===== src/design/rrqm_pkg.sv =====
// shared types and constants for the round-robin queue merge unit
// no dependencies; imported by rrqm_ctrl, rrqm_datapath and the top level
package rrqm_pkg;

  localparam int DATA_W   = 32;
  localparam int SEL_W    = 2;
  localparam int STATUS_W = 2;

  // action codes of an input transaction
  localparam logic ACTION_PUSH = 1'b0;
  localparam logic ACTION_POP  = 1'b1;

  typedef enum logic [STATUS_W-1:0] {
    STAT_PUSHED  = 2'd0,
    STAT_DROPPED = 2'd1,
    STAT_POPPED  = 2'd2,
    STAT_EMPTY   = 2'd3
  } status_t;

  typedef enum logic [1:0] {
    ST_IDLE,
    ST_EXEC,
    ST_DONE
  } ctrl_state_t;

  // commands from the controller to the datapath
  typedef struct packed {
    logic load;    // capture the incoming transaction
    logic exec;    // do the queue access and update counters
    logic finish;  // load the result registers
  } ctrl_cmd_t;

endpackage


===== src/design/rrqm_ram.sv =====
// generic simple dual-port ram with registered read
// no dependencies
module rrqm_ram #(
  parameter int WIDTH = 32,
  parameter int DEPTH = 64
) (
  input  logic                     clk,
  input  logic                     we,
  input  logic [$clog2(DEPTH)-1:0] waddr,
  input  logic [WIDTH-1:0]         wdata,
  input  logic [$clog2(DEPTH)-1:0] raddr,
  output logic [WIDTH-1:0]         rdata
);

  logic [WIDTH-1:0] mem [DEPTH];

  always_ff @(posedge clk) begin
    if (we) begin
      mem[waddr] <= wdata;
    end
    rdata <= mem[raddr];
  end

endmodule


===== src/design/rrqm_ctrl.sv =====
// controller state machine: sequences accept, execute and result capture
// depends on rrqm_pkg
module rrqm_ctrl (
  input  logic               clk,
  input  logic               rst,
  input  logic               start,
  output logic               busy,
  output logic               strobe,
  output rrqm_pkg::ctrl_cmd_t cmd
);
  import rrqm_pkg::*;

  ctrl_state_t state, state_next;

  always_ff @(posedge clk) begin
    if (rst) begin
      state  <= ST_IDLE;
      strobe <= 1'b0;
    end else begin
      state  <= state_next;
      strobe <= cmd.finish;
    end
  end

  always_comb begin
    state_next = state;
    cmd        = '0;
    busy       = 1'b1;
    case (state)
      ST_IDLE: begin
        busy = 1'b0;
        if (start) begin
          cmd.load   = 1'b1;
          state_next = ST_EXEC;
        end
      end
      ST_EXEC: begin
        cmd.exec   = 1'b1;
        state_next = ST_DONE;
      end
      ST_DONE: begin
        cmd.finish = 1'b1;
        state_next = ST_IDLE;
      end
      default: begin
        state_next = ST_IDLE;
      end
    endcase
  end

endmodule


===== src/design/rrqm_datapath.sv =====
// datapath: per-queue counters, round-robin search, queue memory, result registers
// depends on rrqm_pkg and rrqm_ram
module rrqm_datapath #(
  parameter int NUM_QUEUES  = 4,
  parameter int QUEUE_DEPTH = 16
) (
  input  logic                              clk,
  input  logic                              rst,
  input  rrqm_pkg::ctrl_cmd_t               cmd,
  input  logic                              action,
  input  logic [rrqm_pkg::SEL_W-1:0]        queue_sel,
  input  logic signed [rrqm_pkg::DATA_W-1:0] data_in,
  output logic [rrqm_pkg::STATUS_W-1:0]     status,
  output logic signed [rrqm_pkg::DATA_W-1:0] data_out,
  output logic [rrqm_pkg::SEL_W-1:0]        source_queue,
  output logic                              more_left
);
  import rrqm_pkg::*;

  localparam int QW = $clog2(NUM_QUEUES);
  localparam int SW = (QUEUE_DEPTH > 1) ? $clog2(QUEUE_DEPTH) : 1;
  localparam int FW = $clog2(QUEUE_DEPTH + 1);
  localparam int AW = QW + SW;
  localparam int RAM_DEPTH = NUM_QUEUES << SW;

  // captured transaction
  logic              act;
  logic [SEL_W-1:0]  sel;
  logic [DATA_W-1:0] din;

  // per-queue bookkeeping
  logic [SW-1:0] wr_slot [NUM_QUEUES];
  logic [SW-1:0] rd_slot [NUM_QUEUES];
  logic [FW-1:0] fill    [NUM_QUEUES];
  logic [QW-1:0] turn;
  logic [NUM_QUEUES-1:0] nonempty;

  status_t       stat;
  logic [QW-1:0] src;

  logic [QW-1:0] sel_idx;
  logic          sel_ok;
  logic          push_ok;
  logic          hit;
  logic [QW-1:0] hit_q;

  logic              ram_we;
  logic [AW-1:0]     ram_waddr;
  logic [AW-1:0]     ram_raddr;
  logic [DATA_W-1:0] ram_rdata;

  always_ff @(posedge clk) begin
    if (cmd.load) begin
      act <= action;
      sel <= queue_sel;
      din <= data_in;
    end
  end

  always_comb begin
    for (int q = 0; q < NUM_QUEUES; q++) begin
      nonempty[q] = (fill[q] != '0);
    end
  end

  assign sel_idx = QW'(sel);
  assign sel_ok  = (32'(sel) < 32'(NUM_QUEUES));
  assign push_ok = sel_ok && (fill[sel_idx] != FW'(QUEUE_DEPTH));

  // rotating priority search from the turn pointer
  always_comb begin
    logic [QW:0] idx;
    hit   = 1'b0;
    hit_q = '0;
    for (int k = 0; k < NUM_QUEUES; k++) begin
      idx = (QW+1)'(turn) + (QW+1)'(k);
      if (idx >= (QW+1)'(NUM_QUEUES)) begin
        idx = idx - (QW+1)'(NUM_QUEUES);
      end
      if (!hit && nonempty[idx[QW-1:0]]) begin
        hit   = 1'b1;
        hit_q = idx[QW-1:0];
      end
    end
  end

  assign ram_we    = cmd.exec && (act == ACTION_PUSH) && push_ok;
  assign ram_waddr = {sel_idx, wr_slot[sel_idx]};
  assign ram_raddr = {hit_q, rd_slot[hit_q]};

  rrqm_ram #(
    .WIDTH(DATA_W),
    .DEPTH(RAM_DEPTH)
  ) u_ram (
    .clk  (clk),
    .we   (ram_we),
    .waddr(ram_waddr),
    .wdata(din),
    .raddr(ram_raddr),
    .rdata(ram_rdata)
  );

  always_ff @(posedge clk) begin
    if (rst) begin
      for (int q = 0; q < NUM_QUEUES; q++) begin
        wr_slot[q] <= '0;
        rd_slot[q] <= '0;
        fill[q]    <= '0;
      end
      turn <= '0;
    end else if (cmd.exec) begin
      if (act == ACTION_PUSH) begin
        if (push_ok) begin
          wr_slot[sel_idx] <= (wr_slot[sel_idx] == SW'(QUEUE_DEPTH - 1)) ? '0
                              : wr_slot[sel_idx] + 1'b1;
          fill[sel_idx]    <= fill[sel_idx] + 1'b1;
        end
      end else if (hit) begin
        rd_slot[hit_q] <= (rd_slot[hit_q] == SW'(QUEUE_DEPTH - 1)) ? '0
                          : rd_slot[hit_q] + 1'b1;
        fill[hit_q]    <= fill[hit_q] - 1'b1;
        turn           <= (hit_q == QW'(NUM_QUEUES - 1)) ? '0 : hit_q + 1'b1;
      end
    end
  end

  always_ff @(posedge clk) begin
    if (cmd.exec) begin
      src <= hit_q;
      if (act == ACTION_PUSH) begin
        stat <= push_ok ? STAT_PUSHED : STAT_DROPPED;
      end else begin
        stat <= hit ? STAT_POPPED : STAT_EMPTY;
      end
    end
  end

  // memory read data is valid in the cycle after exec
  always_ff @(posedge clk) begin
    if (cmd.finish) begin
      status       <= stat;
      data_out     <= (stat == STAT_POPPED) ? $signed(ram_rdata) : '0;
      source_queue <= (stat == STAT_POPPED) ? SEL_W'(src) : '0;
      more_left    <= |nonempty;
    end
  end

endmodule


===== src/design/round_robin_queue_merge_unit.sv =====
// top level of the round-robin queue merge unit
// depends on rrqm_pkg, rrqm_ctrl, rrqm_datapath (which holds rrqm_ram)

// A transaction is taken when start is high and busy is low. A push
// (action 0) appends data_in to queue queue_sel, or drops it when that queue
// is full or does not exist; a pop (action 1) takes the head of the first
// non-empty queue at or after the round-robin pointer and moves the pointer
// past it. Every transaction yields exactly one result, shown for one cycle
// with strobe high; the receiver cannot stall, so it must take each result
// in that cycle. A transaction passes through a capture phase, an
// execute phase that updates the queue counters and drives the queue
// memory, and a phase that waits for the registered memory read before the
// result registers load. strobe rises in the cycle busy drops, so the next
// start may come together with the previous result. Queue memory needs no
// clearing after reset: only data from occupied slots is ever used.
module round_robin_queue_merge_unit #(
  parameter int NUM_QUEUES  = 4,
  parameter int QUEUE_DEPTH = 16
) (
  input  logic                               clk,
  input  logic                               rst,
  // command side
  input  logic                               start,
  output logic                               busy,
  input  logic                               action,
  input  logic [rrqm_pkg::SEL_W-1:0]         queue_sel,
  input  logic signed [rrqm_pkg::DATA_W-1:0] data_in,
  // result side
  output logic                               strobe,
  output logic [rrqm_pkg::STATUS_W-1:0]      status,
  output logic signed [rrqm_pkg::DATA_W-1:0] data_out,
  output logic [rrqm_pkg::SEL_W-1:0]         source_queue,
  output logic                               more_left
);
  import rrqm_pkg::*;

  // command bundle between controller and datapath
  ctrl_cmd_t cmd;

  // sequencing: idle -> exec -> done -> idle
  rrqm_ctrl u_ctrl (
    .clk   (clk),
    .rst   (rst),
    .start (start),
    .busy  (busy),
    .strobe(strobe),
    .cmd   (cmd)
  );

  // counters, round-robin search, queue memory and result registers
  rrqm_datapath #(
    .NUM_QUEUES (NUM_QUEUES),
    .QUEUE_DEPTH(QUEUE_DEPTH)
  ) u_dp (
    .clk         (clk),
    .rst         (rst),
    .cmd         (cmd),
    .action      (action),
    .queue_sel   (queue_sel),
    .data_in     (data_in),
    .status      (status),
    .data_out    (data_out),
    .source_queue(source_queue),
    .more_left   (more_left)
  );

  // an accepted transaction keeps the block busy in the next cycle
  a_accept_busy: assert property (@(posedge clk) disable iff (rst)
    (start && !busy) |=> busy)
    else $error("busy not raised after accepted transaction");

  // each result strobe follows a finish command and nothing else
  a_strobe_src: assert property (@(posedge clk) disable iff (rst)
    strobe |-> $past(cmd.finish))
    else $error("result strobe without finish command");

  // queue work only happens while busy
  a_exec_busy: assert property (@(posedge clk) disable iff (rst)
    cmd.exec |-> busy)
    else $error("execute command while idle");

  // non-pop results carry zero data and zero source
  a_zero_fields: assert property (@(posedge clk) disable iff (rst)
    (strobe && status != STAT_POPPED) |-> (data_out == '0 && source_queue == '0))
    else $error("nonzero payload on non-pop result");

endmodule

===== config.mk =====
export PLATFORM = sky130hd
export DESIGN_NAME = round_robin_queue_merge_unit
export DESIGN_NICKNAME = d
export VERILOG_FILES = /design/src/design/rrqm_pkg.sv /design/src/design/rrqm_ram.sv /design/src/design/rrqm_ctrl.sv /design/src/design/rrqm_datapath.sv /design/src/design/round_robin_queue_merge_unit.sv
export SDC_FILE = /design/constraint.sdc
export NUM_CORES = 2
export LEC_CHECK = 0
export BUFFER_PORTS_ARGS = -buffer_cell sky130_fd_sc_hd__buf_2
export CELL_PAD_IN_SITES_DETAIL_PLACEMENT = 1
export CELL_PAD_IN_SITES_GLOBAL_PLACEMENT = 2
export CORE_ASPECT_RATIO = 0.9
export CORE_MARGIN = 3
export CORE_UTILIZATION = 43
export CTS_CLUSTER_DIAMETER = 200
export DETAILED_ROUTE_END_ITERATION = 8
export PLACE_DENSITY = 0.74
export SETUP_SLACK_MARGIN = 0.15
export SYNTH_ARGS = -nofsm -noshare
export SYNTH_HDL_FRONTEND = slang
export SYNTH_HIERARCHICAL = 1
export SYNTH_SLANG_ARGS = --single-unit

===== constraint.sdc =====
create_clock -name clk -period 6.25 [get_ports clk]
set_clock_uncertainty 0.15 [all_clocks]
set_input_delay 1.25 -clock clk [delete_from_list [all_inputs] [get_ports clk]]
set_output_delay 1.25 -clock clk [all_outputs]
set_load 0.01 [all_outputs]

# After elaboration in Yosys (flattened, before gate mapping)
# Memory sizes are Yosys's and may differ from the RTL's. A register that Yosys moved wholly into a read port is not among the register bits.
# Cells that the tools add are included.
# totals
wordCells	125
latch_bits	0
rom_bits	0
input_bits	38
memories	4
register_bits	81
ramBits	2100
output_inout_bits	39
# classes
order_cmp	8
mux	61
addsub	12
bitwise	1
n_reduce_logical	19
n_mul	0
div_mod_pow	0
eq_ne	8
shifts	0
# mem_list
memory	words	width	rd	rd_ports_with_merged_regs	wr	line_no	rtl
u_dp.u_ram.mem	64	32	1	1	1	rrqm_ram.sv:15	logic [WIDTH-1:0] mem [DEPTH];
u_dp.fill	4	5	6	1	4	rrqm_datapath.sv:34	logic [FW-1:0] fill [NUM_QUEUES];
u_dp.rd_slot	4	4	1	0	4	rrqm_datapath.sv:33	logic [SW-1:0] rd_slot [NUM_QUEUES];
u_dp.wr_slot	4	4	1	1	4	rrqm_datapath.sv:32	logic [SW-1:0] wr_slot [NUM_QUEUES];
# op_table
cell	count
2-bit 2-to-1 mux	17
1-bit 2-to-1 mux	33
5-bit nonzero test	4
4-bit 2-to-1 mux	4
2-bit by 3-bit less-than comparator with 1-bit output, second input constant	4
4-bit OR reduction	3
5-bit 2-to-1 mux	2
5-bit OR reduction	2
3-bit >= comparator, second input constant	3
4-bit by 1-bit adder with 4-bit output, second input constant	2
1-bit binary-select mux with 2-bit select	4
4-bit == test, second input constant	2
2-bit by 1-bit subtractor with 2-bit output, second input constant	4
2-bit by 2-bit adder with 3-bit output, second input constant	2
2-bit == test, second input constant	3
5-bit by 1-bit adder with 5-bit output, second input constant	1
1-bit logical AND	5
5-bit inequality test, second input constant	1
5-bit by 1-bit subtractor with 5-bit output, second input constant	1
2-bit one-hot mux with 2 select lines	1
2-bit by 1-bit adder with 3-bit output, second input constant	1
2-bit by 3-bit >= comparator with 1-bit output, second input constant	1
1-bit zero test	3
3-bit AND reduction	1
other kinds (5)	5

# Depth between registers and ports, before layout
# logic_depth
ltp_word	21
ltp_mapped	18
mapped_depth_nobuf	13

# By module
# The synthesis kept the hierarchy.
# by_module_without_submodules
module	cells_per_inst	area_per_inst_um2	seq_area_each_um2	instances
rrqm_ram	3324	78515.3	62139.6	1
rrqm_datapath	421	5925.7	3923.8	1
rrqm_ctrl	11	128.9	60.1	1

# Least setup slack after synthesis
# OpenSTA, ideal clock, no wires.
# synth_timing
kind	flip-flop to flip-flop
start	register with a tool-made name
end	memory u_dp.u_ram.mem[48][0], enable pin
path_stages_with_launch	8
n_path_buf	1
t_required_ns	5.639
t_arrival_ns	4.211
path_slack_ns	1.428
synth_period_minus_slack_ns	4.822
cell_sequence	dfxtp_1 clkbuf_1 mux4_2 nand3_1 and3b_1 nor2b_1 nand4b_1 nor3_1
# synth_lines
element	line_no
end, declared	rrqm_ram.sv:15

==> results.md <==
- Status: finished clean
- Antenna violations before repair: 12
- Clock Latency Late Sink: between 0.8 and 0.9 ns
- Crit. End Element: flip-flop
- Antenna cells: 0
- Routed wire per std cell: approximately 34 um
- R2r setup slk: 0.53 ns
- Layout cells sized above 1: 30.42%
- Setup Total Neg Slack: 0 ns
- Total global routing overflow: 0
- Part of the cycle the worst path needs: roughly 92%
- Post-Synthesis Cells: ~3800
- Crit path max-delay cell type: a21oi_1
- Fin area: roughly 97000 um^2
- Vias per cell: 6.125
- Pin count of the biggest net entering global routing: 65
- Final setup fails: 0
- Placed Area: 89980 um^2
- Total Routing Usage GR: about a quarter
- R2R depth: 13
- Hold Path End: u_dp/status[1]
- Post-CTS Setup Inserts: 0
- Critical path peak fanout: 43
- Final Slew Violations: 0
- Total Wirelength: 234.3 mm
- Num CTS Buffers: 211
- Area Growth Syn to Fin: 14.57%
- Worst endpoint data arrival time: between 6 and 7 ns
- Die ar.: between 200000 and 250000 um^2
- Top FF cell, synth: edfxtp_1
- Cell Rows: ~150
- Top Ports: 77
- Buffers & Inverters on Critical Path: 2
- Hold path startpoint: u_dp/stat[1]
- Post-route minimum period: about 5.7 ns
- Leak Pwr: between 30 and 40 nW
- Seq/Total Area, Yosys: about four fifths
- PD cells: between 300 and 400 nW/um^2
- Placed Cells: 6434
- Syn Area/Cell: 22.52 um^2
- Synthesized flop and latch total: around 2200
- Asr flop ratio synth: 0%
- Cell Chain, Critical Path: nor4_1 -> nand2_1 -> a311oi_1 -> o21ai_0 -> nand3_1 -> and2_4 -> buf_12 -> buf_12 -> mux4_2 -> o22ai_1 -> nor2_1 -> a21oi_1 -> nor2_1
- Measured slew at the worst slew-check pin: 1.210 ns
- Slew headroom: between 10% and 20%
- Max Cap Viol: 0
- Worst hold path depth: 0
- Max IR drop VDD: around 0.29 mV
- Worst path required time: 6.77 ns
- Clock transition at path regs: approximately 0.060 ns
- Fmax: 174.7 MHz
- Post-DRT Antenna Nets: 0
- 1st-iter DRT viols: 5799
- Worst Hold Class: reg -> reg
- Clock sinks: around 2200
- Core ar.: between 150000 and 200000 um^2
- Residual DRC: 0
- Number of flops mapped to enable cells by yosys: ~2200
- Drt pass-1 iters: 5
- Final net count: 4133
- H-tree depth: 4
- Largest delay share family, worst path: simple AND/OR/NAND/NOR gates
- PortBufs: 76
- Ys Warns: 6
- Fin util: 49.86%
- Vias in the first global route: approximately 43000
- Starting density of the core: between 40% and 50%
- CP max stage delay: 0.72 ns
- # resized after CTS: 0
- Vias: ~42000
- GPL Wtd Cong: just under 0.8
- Reg2reg start: u_dp/fill[2][1]
- Clock tree from TritonCTS: built
- Netlist cell types: 70
- Die width: approximately 470 um
- Global-route wire length before repair: about 330 mm
- Hold-fix buffers, CTS: 0
- Crit Path Class: reg -> reg
- Hold Violations, Final: 0
- Die Height: about 430 um
- Synth Net Count: 3799
- CP startpoint kind: flip-flop
- Detail Placement HPWL: roughly 130 mm
- RSZ-0062 raised after global routing: false
- Final cell count without fillers: between 6000 and 7000
- Syn Std Cell Area: around 85000 um^2
- Worst-case clock buffer depth: 3
- Reg2reg end: u_dp/u_ram/rdata[30]
- Clock root buffer: clkbuf_16
[Yosys cell counts (8+ instances only)]
master / number / share of area (%)
a21oi_1: 71 / 0.42
buf_4: 27 / 0.24
o21ai_0: 12 / 0.071
nor2b_1: 18 / 0.13
nand2_1: 44 / 0.20
o221ai_1: 27 / 0.28
clkbuf_1: 82 / 0.36
o22ai_1: 84 / 0.62
nand3_1: 23 / 0.14
nand2b_1: 14 / 0.10
buf_1: 21 / 0.093
and3_1: 11 / 0.081
and2_1: 43 / 0.32
nor2_1: 186 / 0.83
buf_2: 59 / 0.35
a311oi_1: 11 / 0.11
dfxtp_1: 39 / 0.92
nor3_1: 15 / 0.089
inv_1: 15 / 0.067
a22oi_1: 13 / 0.12
a21boi_0: 8 / 0.071
mux2i_1: 95 / 1.1
mux4_2: 553 / 15
edfxtp_1: 2176 / 77
[worst max path at each step]
stage | from | cells after the start | end | slack (ns)
after floorplan | flip-flop | 7 | u_dp/u_ram/mem[48][0] | 1.43
after global placement | u_dp/fill[2][1] | 11 | u_dp/u_ram/rdata[23] | 0.44
after detailed placement | u_dp/fill[1][1] | 12 | u_dp/u_ram/rdata[23] | 0.40
after CTS | u_dp/fill[2][1] | 13 | u_dp/u_ram/rdata[11] | 0.35
after global routing | u_dp/fill[2][1] | 13 | u_dp/u_ram/rdata[28] | 0.18
final | u_dp/fill[2][1] | 13 | u_dp/u_ram/rdata[30] | 0.53
[cells by family (layout without fill, tap and decap cells)]
kind of cell	after synthesis	after routing	synth area share (%)
compound gates	267	267	2.249
simple gates	400	400	2.338
xor+xnor	6	6	0.06214
fa+ha+maj	5	5	0.07397
buf+inv	213	731	1.212
mux	650	650	15.88
flops	2215	2215	78.19
[worst register-to-register path: stages (launching register included)]
cell and delay, ns:
edfxtp_1 0.41, nor4_1 0.57, nand2_1 0.24, a311oi_1 0.66, o21ai_0 0.20, nand3_1 0.18, and2_4 0.63, buf_12 0.33
buf_12 0.33, mux4_2 0.68, o22ai_1 0.23, nor2_1 0.08, a21oi_1 0.72, nor2_1 0.12
[area by class of cell]
class / instances / area, um^2
inverter: 18 / 85.08
sequential: 2215 / 66120
clock buffer: 290 / 5882
clock inverter: 107 / 1003
timing repair buffer: 316 / 2658
tap: 2557 / 3199
fill: 17030 / 97420
multi-input combinational: 1328 / 17940
[metrics by stage]
stage | power, mW | hold slack [ns] | setup WS (ns)
final | 32.92 | 0.3087 | 0.5261
after global routing | 33.92 | 0.3207 | 0.1775
after CTS | 33.17 | 0.3073 | 0.3489
after detailed placement | 20.46 | 0.2848 | 0.4001
after global placement | 20.40 | 0.2882 | 0.4392
after floorplan | 19.09 | 0.2680 | 1.428
[flip-flops by register name, summed over array words and instances (netlist names), named ones only]
signal,count
u_dp/sel,2
u_dp/rd_slot,16
u_dp/din,32
u_dp/more_left,1
u_dp/src,2
u_dp/turn,2
u_dp/u_ram/mem,2048
u_dp/source_queue,2
u_dp/fill,20
u_dp/wr_slot,16
u_ctrl/state,2
u_dp/data_out,32
u_ctrl/strobe,1
u_dp/stat,2
u_dp/status,2
u_dp/act,1
u_dp/u_ram/rdata,32
[report_power, final]
group | internal [mW] | leakage [nW] | switching (mW)
clock network | 7.24 | 3.38 | 5.56
registers | 16.5 | 20.0 | 0.133
logic | 1.50 | 6.83 | 1.98
[metal layers]
layer	GRT usage [%]	vias up	routed length (um)
met4	5.334	0	4949
met2	36.62	2024	111100
met5	0	-	0
met1	34.33	22990	97980
met3	3.844	268	20260
li1	-	16570	-
[cell usage in the layout, fill, tap and decap left out, types with 6 or more instances in the layout]
cell,netlist,layout
a21boi_0,8,8
a21oi_1,71,69
a22oi_1,13,13
a311oi_1,11,11
and2_1,43,41
and3_1,11,11
buf_12,0,38
buf_2,59,76
buf_4,27,202
bufinv_16,0,16
clkbuf_1,82,53
clkbuf_16,0,215
clkbuf_8,0,22
clkinv_1,0,31
clkinv_2,0,40
clkinvlp_4,0,7
dfxtp_1,39,39
edfxtp_1,2176,2176
inv_1,15,14
inv_6,1,9
mux2i_1,95,95
mux4_2,553,553
nand2_1,44,44
nand2b_1,14,13
nand3_1,23,23
nand3b_1,6,6
nor2_1,186,124
nor2_4,1,63
nor2b_1,18,17
nor3_1,15,13
o21ai_0,12,12
o221ai_1,27,27
o22ai_1,84,83
Power figures use the tool's default switching activity.
